`src/rtl/core/regret_matching_normalizer_top_defines.svh`:
```
`ifndef REGRET_MATCHING_NORMALIZER_TOP_DEFINES_SVH
`define REGRET_MATCHING_NORMALIZER_TOP_DEFINES_SVH

// same-cycle implication on clock, held off during reset
`define RMN_ASSERT_IMP(label, ante, cons, msg) \
   label: assert property (@(posedge clock) disable iff (reset) (ante) |-> (cons)) \
      else $error(msg);

// next-cycle implication on clock, held off during reset
`define RMN_ASSERT_NXT(label, ante, cons, msg) \
   label: assert property (@(posedge clock) disable iff (reset) (ante) |=> (cons)) \
      else $error(msg);

`endif

```
`src/rtl/core/rmn_pkg.sv`:
```
`timescale 1ns / 1ps

package rmn_pkg;

   localparam int MAX_ACTIONS = 16;

   localparam int VALUE_W = 32;
   localparam int PROB_W  = 17;
   localparam int INDEX_W = 6;

   localparam int CNT_W  = $clog2(MAX_ACTIONS + 1);
   localparam int ADDR_W = $clog2(MAX_ACTIONS);
   localparam int SUM_W  = VALUE_W + ADDR_W;
   localparam int DVR_W  = SUM_W - 1;
   localparam int DVD_W  = VALUE_W - 1;
   localparam int QUO_W  = PROB_W;
   localparam int STEP_W = $clog2(QUO_W + 1);

   localparam logic [PROB_W-1:0] ONE_Q16 = PROB_W'(65536);

   typedef struct packed {
      logic              load;
      logic              clear;
      logic              rd_en;
      logic [ADDR_W-1:0] rd_addr;
   } buf_ctrl_type;

   typedef struct packed {
      logic signed [SUM_W-1:0] sum;
      logic [CNT_W-1:0]        count;
      logic                    dropped;
   } buf_sts_type;

   typedef struct packed {
      logic             start;
      logic [DVD_W-1:0] dividend;
      logic [DVR_W-1:0] divisor;
   } div_req_type;

   typedef struct packed {
      logic             done;
      logic [QUO_W-1:0] quotient;
      logic             overflow;
   } div_res_type;

endpackage

```
`src/rtl/core/regret_matching_normalizer_top.sv`:
```
// loading: one request per cycle, the request with last set closes the vector
// then one result per stored action, each from:
// a buffer read, 18 steps of the shared restoring divider (one step when the quotient overflows) and emit
// requests are stalled from the closing request until the last result is registered
// synchronous active-high reset clears control state; the buffer's clamp flag resets to 1
`timescale 1ns / 1ps
`include "regret_matching_normalizer_top_defines.svh"

module regret_matching_normalizer_top import rmn_pkg::*; (
   input  logic                      clock,
   input  logic                      reset,
   input  logic                      req_valid,
   output logic                      req_stall,
   input  logic signed [VALUE_W-1:0] req_value,
   input  logic                      req_last,
   output logic                      rsp_valid,
   input  logic                      rsp_stall,
   output logic [PROB_W-1:0]         rsp_probability,
   output logic [INDEX_W-1:0]        rsp_action_index,
   output logic                      rsp_last_out,
   output logic                      rsp_clipped,
   input  logic                      csr_wr_en,
   input  logic                      csr_wr_data
);

   localparam logic [2:0] ST_LOAD  = 3'd0;
   localparam logic [2:0] ST_READ  = 3'd1;
   localparam logic [2:0] ST_START = 3'd2;
   localparam logic [2:0] ST_DIV   = 3'd3;
   localparam logic [2:0] ST_EMIT  = 3'd4;

   logic [2:0]                state_ff;
   logic [2:0]                state_in;
   logic [ADDR_W-1:0]         idx_ff;
   logic [ADDR_W-1:0]         idx_in;
   logic                      xneg_ff;
   logic                      xneg_in;
   logic                      rsp_valid_ff;
   logic                      rsp_valid_in;
   logic [PROB_W-1:0]         rsp_prob_ff;
   logic [INDEX_W-1:0]        rsp_index_ff;
   logic                      rsp_last_ff;
   logic                      rsp_clip_ff;

   buf_ctrl_type              buf_ctrl;
   buf_sts_type               buf_sts;
   div_req_type               div_req;
   div_res_type               div_res;
   logic signed [VALUE_W-1:0] rd_data;

   logic                      req_acc;
   logic                      rsp_free;
   logic                      sum_pos;
   logic                      is_last_idx;
   logic                      emit_fire;
   logic [PROB_W-1:0]         prob;
   logic                      clip;

   rmn_vector_buf u_buf (
      .clock       (clock),
      .reset       (reset),
      .csr_wr_en   (csr_wr_en),
      .csr_wr_data (csr_wr_data),
      .ctrl        (buf_ctrl),
      .value       (req_value),
      .sts         (buf_sts),
      .rd_data     (rd_data)
   );

   rmn_divider u_div (
      .clock (clock),
      .reset (reset),
      .req   (div_req),
      .res   (div_res)
   );

   assign req_stall   = (state_ff != ST_LOAD);
   assign req_acc     = req_valid && !req_stall;
   assign rsp_free    = !rsp_valid_ff || !rsp_stall;
   assign sum_pos     = !buf_sts.sum[SUM_W-1] && (|buf_sts.sum);
   assign is_last_idx = (CNT_W'(idx_ff) + CNT_W'(1)) == buf_sts.count;
   assign emit_fire   = (state_ff == ST_EMIT) && rsp_free;

   assign buf_ctrl.load    = req_acc;
   assign buf_ctrl.clear   = emit_fire && is_last_idx;
   assign buf_ctrl.rd_en   = (state_ff == ST_READ);
   assign buf_ctrl.rd_addr = idx_ff;

   // the divider scales the dividend by one, so one over n gives the uniform share
   assign div_req.start    = (state_ff == ST_START);
   assign div_req.dividend = sum_pos ? rd_data[DVD_W-1:0] : DVD_W'(1);
   assign div_req.divisor  = sum_pos ? buf_sts.sum[DVR_W-1:0] : DVR_W'(buf_sts.count);

   // saturation and flags
   always_comb begin
      if (sum_pos && xneg_ff) begin
         prob = '0;
         clip = 1'b1;
      end else if (sum_pos && (div_res.overflow || div_res.quotient > ONE_Q16)) begin
         prob = ONE_Q16;
         clip = 1'b1;
      end else begin
         prob = div_res.quotient;
         clip = buf_sts.dropped;
      end
   end

   always_comb begin
      state_in = state_ff;
      idx_in   = idx_ff;
      xneg_in  = xneg_ff;
      unique case (state_ff)
         ST_LOAD: begin
            if (req_acc && req_last) begin
               state_in = ST_READ;
               idx_in   = '0;
            end
         end
         ST_READ: begin
            state_in = ST_START;
         end
         ST_START: begin
            xneg_in  = rd_data[VALUE_W-1];
            state_in = ST_DIV;
         end
         ST_DIV: begin
            if (div_res.done) begin
               state_in = ST_EMIT;
            end
         end
         ST_EMIT: begin
            if (rsp_free) begin
               if (is_last_idx) begin
                  state_in = ST_LOAD;
               end else begin
                  idx_in   = idx_ff + ADDR_W'(1);
                  state_in = ST_READ;
               end
            end
         end
         default: begin
            state_in = ST_LOAD;
         end
      endcase
   end

   always_comb begin
      if (emit_fire) begin
         rsp_valid_in = 1'b1;
      end else if (!rsp_stall) begin
         rsp_valid_in = 1'b0;
      end else begin
         rsp_valid_in = rsp_valid_ff;
      end
   end

   always_ff @(posedge clock) begin
      if (reset) begin
         state_ff     <= ST_LOAD;
         idx_ff       <= '0;
         rsp_valid_ff <= 1'b0;
      end else begin
         state_ff     <= state_in;
         idx_ff       <= idx_in;
         rsp_valid_ff <= rsp_valid_in;
      end
   end

   always_ff @(posedge clock) begin
      xneg_ff <= xneg_in;
      if (emit_fire) begin
         rsp_prob_ff  <= prob;
         rsp_index_ff <= INDEX_W'(idx_ff);
         rsp_last_ff  <= is_last_idx;
         rsp_clip_ff  <= clip;
      end
   end

   assign rsp_valid        = rsp_valid_ff;
   assign rsp_probability  = rsp_prob_ff;
   assign rsp_action_index = rsp_index_ff;
   assign rsp_last_out     = rsp_last_ff;
   assign rsp_clipped      = rsp_clip_ff;

   `RMN_ASSERT_IMP(a_div_done_in_div, div_res.done, state_ff == ST_DIV, "done outside division")
   `RMN_ASSERT_NXT(a_close_clears, buf_ctrl.clear, (state_ff == ST_LOAD) && (buf_sts.count == '0), "not cleared")
   `RMN_ASSERT_IMP(a_prob_range, rsp_valid, rsp_probability <= ONE_Q16, "probability above one")

endmodule

```
`src/rtl/core/rmn_vector_buf.sv`:
```
`timescale 1ns / 1ps

module rmn_vector_buf import rmn_pkg::*; (
   input  logic                      clock,
   input  logic                      reset,
   input  logic                      csr_wr_en,
   input  logic                      csr_wr_data,
   input  buf_ctrl_type              ctrl,
   input  logic signed [VALUE_W-1:0] value,
   output buf_sts_type               sts,
   output logic signed [VALUE_W-1:0] rd_data
);

   logic                      clamp_ff;
   logic signed [SUM_W-1:0]   sum_ff;
   logic signed [SUM_W-1:0]   sum_in;
   logic [CNT_W-1:0]          count_ff;
   logic [CNT_W-1:0]          count_in;
   logic                      dropped_ff;
   logic                      dropped_in;
   logic signed [VALUE_W-1:0] store_ff [MAX_ACTIONS];
   logic signed [VALUE_W-1:0] rd_data_ff;
   logic signed [VALUE_W-1:0] stored;
   logic                      has_room;

   assign stored   = (clamp_ff && value[VALUE_W-1]) ? '0 : value;
   assign has_room = count_ff < CNT_W'(MAX_ACTIONS);

   always_comb begin
      sum_in     = sum_ff;
      count_in   = count_ff;
      dropped_in = dropped_ff;
      if (ctrl.clear) begin
         sum_in     = '0;
         count_in   = '0;
         dropped_in = 1'b0;
      end else if (ctrl.load) begin
         if (has_room) begin
            sum_in   = sum_ff + {{(SUM_W - VALUE_W){stored[VALUE_W-1]}}, stored};
            count_in = count_ff + CNT_W'(1);
         end else begin
            dropped_in = 1'b1;
         end
      end
   end

   always_ff @(posedge clock) begin
      if (reset) begin
         clamp_ff   <= 1'b1;
         sum_ff     <= '0;
         count_ff   <= '0;
         dropped_ff <= 1'b0;
      end else begin
         if (csr_wr_en) begin
            clamp_ff <= csr_wr_data;
         end
         sum_ff     <= sum_in;
         count_ff   <= count_in;
         dropped_ff <= dropped_in;
      end
   end

   always_ff @(posedge clock) begin
      if (ctrl.load && has_room) begin
         store_ff[count_ff[ADDR_W-1:0]] <= stored;
      end
      if (ctrl.rd_en) begin
         rd_data_ff <= store_ff[ctrl.rd_addr];
      end
   end

   assign sts.sum     = sum_ff;
   assign sts.count   = count_ff;
   assign sts.dropped = dropped_ff;
   assign rd_data     = rd_data_ff;

endmodule

```
`src/rtl/core/rmn_divider.sv`:
```
`timescale 1ns / 1ps

module rmn_divider import rmn_pkg::*; (
   input  logic        clock,
   input  logic        reset,
   input  div_req_type req,
   output div_res_type res
);

   localparam logic [STEP_W-1:0] STEP_OVF = STEP_W'(QUO_W);
   localparam logic [STEP_W-1:0] STEP_TOP = STEP_W'(QUO_W - 1);

   logic              busy_ff;
   logic              busy_in;
   logic              done_ff;
   logic              done_in;
   logic [STEP_W-1:0] step_ff;
   logic [STEP_W-1:0] step_in;
   logic [SUM_W-1:0]  rem_ff;
   logic [SUM_W-1:0]  rem_in;
   logic [DVR_W-1:0]  dvr_ff;
   logic [DVR_W-1:0]  dvr_in;
   logic [QUO_W-1:0]  quo_ff;
   logic [QUO_W-1:0]  quo_in;
   logic              ovf_ff;
   logic              ovf_in;
   logic [SUM_W-1:0]  op_a;
   logic [SUM_W-1:0]  op_b;
   logic [SUM_W:0]    diff;
   logic              ge;

   // shared compare-subtract
   always_comb begin
      if (step_ff == STEP_OVF || step_ff == STEP_TOP) begin
         op_a = rem_ff;
      end else begin
         op_a = {rem_ff[SUM_W-2:0], 1'b0};
      end
      if (step_ff == STEP_OVF) begin
         op_b = {dvr_ff, 1'b0};
      end else begin
         op_b = {1'b0, dvr_ff};
      end
      diff = {1'b0, op_a} - {1'b0, op_b};
      ge   = ~diff[SUM_W];
   end

   always_comb begin
      busy_in = busy_ff;
      done_in = 1'b0;
      step_in = step_ff;
      rem_in  = rem_ff;
      dvr_in  = dvr_ff;
      quo_in  = quo_ff;
      ovf_in  = ovf_ff;
      if (req.start) begin
         busy_in = 1'b1;
         step_in = STEP_OVF;
         rem_in  = SUM_W'(req.dividend);
         dvr_in  = req.divisor;
         quo_in  = '0;
         ovf_in  = 1'b0;
      end else if (busy_ff) begin
         if (step_ff == STEP_OVF) begin
            if (ge) begin
               ovf_in  = 1'b1;
               busy_in = 1'b0;
               done_in = 1'b1;
            end else begin
               step_in = step_ff - STEP_W'(1);
            end
         end else begin
            rem_in = ge ? diff[SUM_W-1:0] : op_a;
            quo_in = {quo_ff[QUO_W-2:0], ge};
            if (step_ff == '0) begin
               busy_in = 1'b0;
               done_in = 1'b1;
            end else begin
               step_in = step_ff - STEP_W'(1);
            end
         end
      end
   end

   always_ff @(posedge clock) begin
      if (reset) begin
         busy_ff <= 1'b0;
         done_ff <= 1'b0;
         step_ff <= '0;
      end else begin
         busy_ff <= busy_in;
         done_ff <= done_in;
         step_ff <= step_in;
      end
   end

   always_ff @(posedge clock) begin
      rem_ff <= rem_in;
      dvr_ff <= dvr_in;
      quo_ff <= quo_in;
      ovf_ff <= ovf_in;
   end

   assign res.done     = done_ff;
   assign res.quotient = quo_ff;
   assign res.overflow = ovf_ff;

endmodule

```
`config.mk`:
```
export PLATFORM = sky130hd
export DESIGN_NAME = regret_matching_normalizer_top
export DESIGN_NICKNAME = d
export VERILOG_FILES = /design/src/rtl/core/rmn_pkg.sv /design/src/rtl/core/regret_matching_normalizer_top.sv /design/src/rtl/core/rmn_vector_buf.sv /design/src/rtl/core/rmn_divider.sv
export VERILOG_INCLUDE_DIRS = /design/src /design/src/rtl/core
export SDC_FILE = /design/constraint.sdc
export NUM_CORES = 1
export LEC_CHECK = 0
export BUFFER_PORTS_ARGS = -buffer_cell sky130_fd_sc_hd__buf_4
export CAP_MARGIN = 20
export CORE_MARGIN = 2
export CORE_UTILIZATION = 55
export DETAILED_ROUTE_END_ITERATION = 6
export PLACE_DENSITY = 0.74
export SLEW_MARGIN = 40
export SYNTH_ARGS = -nofsm -noshare
export SYNTH_HDL_FRONTEND = slang
export SYNTH_SLANG_ARGS = --single-unit
```
`constraint.sdc`:
```
create_clock -name clock -period 4.6 [get_ports clock]
set_clock_uncertainty 0.15 [all_clocks]
set_input_delay 0.23 -clock clock [delete_from_list [all_inputs] [get_ports clock]]
set_output_delay 0.23 -clock clock [all_outputs]
set_load 0.02 [all_outputs]
```
==> results.md <==
- Outcome: finished clean
- Async SR Flop Fraction: 0%
- Netlist cell types: 78
- Crit start category: flop
- Number of global-route vias before repair: 18,724
- Setup WS pre-CTS: -0.0607 ns
- Final Cycle Share: 95.5%
- Clk buf depth: 3
- Worst EP arrival: between 4 and 5 ns
- Share of cells above drive strength 1: between 20% and 30%
- Grt met1 use: 36.3%
- Hold Path Sink: u_buf.store_ff[0][7]
- Delay-heaviest family, CP: compound AO/OA/AOI/OAI gates
- Die ar.: 0.0600 mm²
- Via count: approximately 19,000
- CP startpoint: u_div.step_ff[1]
- Grt total ovfl: 0
- Ys Warns: 0
- Hold Crit Start: req_value[7]
- Number of max-cap violations: 0
- Placed cells: between 2,000 and 3,000
- PnR Total Power: roughly 18 mW
- DR WL/cell: about 26 µm
- Hpwl dp: 46.1 mm
- Non-Filler Instances: about 3,000
- CTS buffer count: 72
- Worst Setup End Kind: flop
- Pins Over Slew Limit: 0
- Fmax: about 0.23 GHz
- Final WS setup: 0.206 ns
- Grt peak-use layer: met2
- Post-layout util: between 60% and 70%
- Clock Sinks: between 700 and 800
- TNS Setup: 0 ns
- Root buf cell: clkbuf_16
- Initial antenna violation count: 2
- Synthesis-stage register bit count: about 700
- Final hold violation count: 0
- Static Leak: approximately 12 nW
- # diodes: 0
- Final Wtd Congestion: 0.940
- Core box area: roughly 0.058 mm²
- Sw Ratio: between 20% and 30%
- Slew HR: between 40 and 50%
- TritonCTS clock tree: yes
- IO Pins: between 60 and 70
- CP required: a little under 5 ns
- Synth Flop Type: edfxtp_1
- Global-route usage over all layers: 25.9%
- Hold Slack: approximately 0.034 ns
- Worst r2r src: u_div.step_ff[1]
- Hold Path Depth: 3
- GR Layer Usage met3: roughly 3.9%
- Mapped Area: between 0.03 and 0.04 mm²
- Reg2Reg Capture Point: u_div.step_ff[3]
- Worst-path cell with the longest stage delay: o31a_4
- Register area share after synthesis: 64.7%
- Register-to-register setup slack: ~0.21 ns
- Initial Util: between 50 and 60%
- H-tree lvl count: 3
- EDFF count, synth: 634
- Routed Antenna Nets: 0
- Slowest stage delay, CP: 0.37 ns
- Post-layout min period: 4.39 ns
- Setup CP Type: flop to flop
- Largest net degree at the start of global routing: 65
- Drt drc: 0
- 1st-iter DRT viols: approximately 2,000
- First-pass GRT wire length: around 120 mm
- First-pass DRT Iterations: 7
- Via density: between 6 and 7
- Row Count: between 80 and 90
- Internal power: 12.8 mW
- Detailed-route wire length: 77.8 mm
- Die Y: 245 µm
- PortBufs: 63
- Maximum vdd ir drop: about 0.32 mV
- Worst-skew pair later-pin latency: a little over 0.6 ns
- Buf/Inv on CP: 6
- Worst-path clk slew: 0.06 ns
- Switch Pwr: between 5 and 6 mW
- Nets: about 2,300
- Reg2Reg Depth: 21
- Hold crit path type: input pin to flop
- Clock share of power: around 32%
- Die Span X: 245 µm
- Area delta synth->final: 15.3%
- CP Cell Sequence: inv_2 > ha_2 > o21ai_2 > nor3_4 > buf_12 > buf_6 > buf_4 > mux2_2 > ha_1 > a21o_1 > a21oi_1 > o21bai_1 > a211o_1 > o22ai_4 > o211ai_4 > buf_12 > buf_4 > o31a_4 > nor4_4 > xnor2_1 > nor3_2
- Power density cells: 487 mW/mm²
- Synthesized instance count: 2,055
- CP Max Fanout: 8
- Final instance area: roughly 0.037 mm²
- Measured slew at the worst slew-check pin: about 0.83 ns
- Area post-placement: roughly 0.034 mm²
- Setup violators final: 0
- Met2 Use GR: approximately two fifths
- Gate power share: 24.5%
- Sequential Power Share: a little over two fifths
- Avg Synthesized Cell Area: 15.5 µm²
[how the worst max path moves through the flow]
stage                             endpoint  slack [ns]  depth (start not counted)
after floorplan           u_div.rem_ff[25]        0.02                         21
after global placement     u_div.rem_ff[9]        0.09                         18
after detailed placement  u_div.rem_ff[35]       -0.06                         17
after CTS                 u_div.rem_ff[19]       -0.01                         15
after global routing      u_buf.sum_ff[21]     -0.0005                         15
final                     u_div.step_ff[3]        0.21                         21
[cell type report]
cell class                 count  area [µm²]
sequential                   715       20700
clock buffer                  94        2010
tap                          765         957
clock inverter                37         329
fill                        3998       20800
inverter                      28         105
multi-input combinational   1200       11100
timing repair buffer         164        1600
[layout by cell type (no fill, tap or decap), types with 54 or more instances in the layout]
cell	count
nor2_1	66
dfxtp_1	76
o21ai_0	69
ha_1	54
clkbuf_16	79
edfxtp_1	634
mux4_2	160
a21oi_1	117
and2_1	73
buf_4	121
nand2_1	140
[Yosys cell counts (38+ instances only)]
master    number  area share [%]
a21o_1        47             1.1
dfxtp_1       81             5.1
a21oi_1      125             2.0
nor2_1        79            0.93
clkbuf_1      80            0.94
o21ai_0       72             1.1
mux4_2       160              11
nand2_1      140             1.6
ha_1          79             3.1
mux2i_1       44             1.4
edfxtp_1     634              60
and2_1        80             1.6
mux2_2        38             1.3
[repair_timing]
action | 4_1_cts | 5_1_grt
setup endpoints to repair | 20 | 46
gates resized for setup | 3 | 75
buffers inserted | 1 | 15
hold buffers | 11 | 0
pin swaps | 0 | 14
endpoints found under the hold margin | 40 | 0
cloned | 0 | 4
[layer usage]
| layer | share of wire, % | up-vias |
|---|---|---|
| met4 | 2.9 | 2 |
| li1 | - | 8333 |
| met3 | 7.6 | 137 |
| met2 | 48 | 818 |
| met1 | 41 | 9638 |
| met5 | 0.018 | - |
[power groups by stage]
stage | registers [mW] | clock network, mW | logic, mW
floorplan | 7.76 | 0 | 2.79
global placement | 7.84 | 0 | 3.64
detailed placement | 7.86 | 0 | 3.72
CTS | 7.72 | 5.87 | 3.78
global route | 7.76 | 6.12 | 4.78
finish | 7.74 | 5.80 | 4.39
[worst reg2reg max path, stage by stage, from the launching register on]
cell and delay [ns]:
dfxtp_1 0.35, inv_2 0.12, ha_2 0.22, o21ai_2 0.08, nor3_4 0.23, buf_12 0.16, buf_6 0.12, buf_4 0.10
mux2_2 0.34, ha_1 0.22, a21o_1 0.18, a21oi_1 0.19, o21bai_1 0.13, a211o_1 0.28, o22ai_4 0.26, o211ai_4 0.11
buf_12 0.16, buf_4 0.13, o31a_4 0.37, nor4_4 0.15, xnor2_1 0.16, nor3_2 0.05
[logic make-up after synthesis]
logic type	after synthesis	synth area share, %
other	1	0.0117
AO/OA/AOI/OAI	371	7.59
AND/OR/NAND/NOR	434	6.78
flip-flops	715	64.7
adder cells (fa/ha/maj)	81	3.22
XOR/XNOR	70	1.92
multiplexers	242	14.0
buffers and inverters	141	1.76
[sequential cells by signal, indices dropped and copies added (netlist names)]
signal and count:
idx_ff 4, rsp_action_index 4, rsp_clipped 1, rsp_last_out 1, rsp_probability 17, rsp_valid 1, state_ff 3, u_buf.clamp_ff 1
u_buf.count_ff 5, u_buf.dropped_ff 1, u_buf.rd_data 32, u_buf.store_ff 512, u_buf.sum_ff 36, u_div.busy_ff 1, u_div.done_ff 1, u_div.dvr_ff 35
u_div.ovf_ff 1, u_div.quo_ff 17, u_div.rem_ff 36, u_div.step_ff 5, xneg_ff 1
No activity file was read; power rests on OpenSTA's default activity.
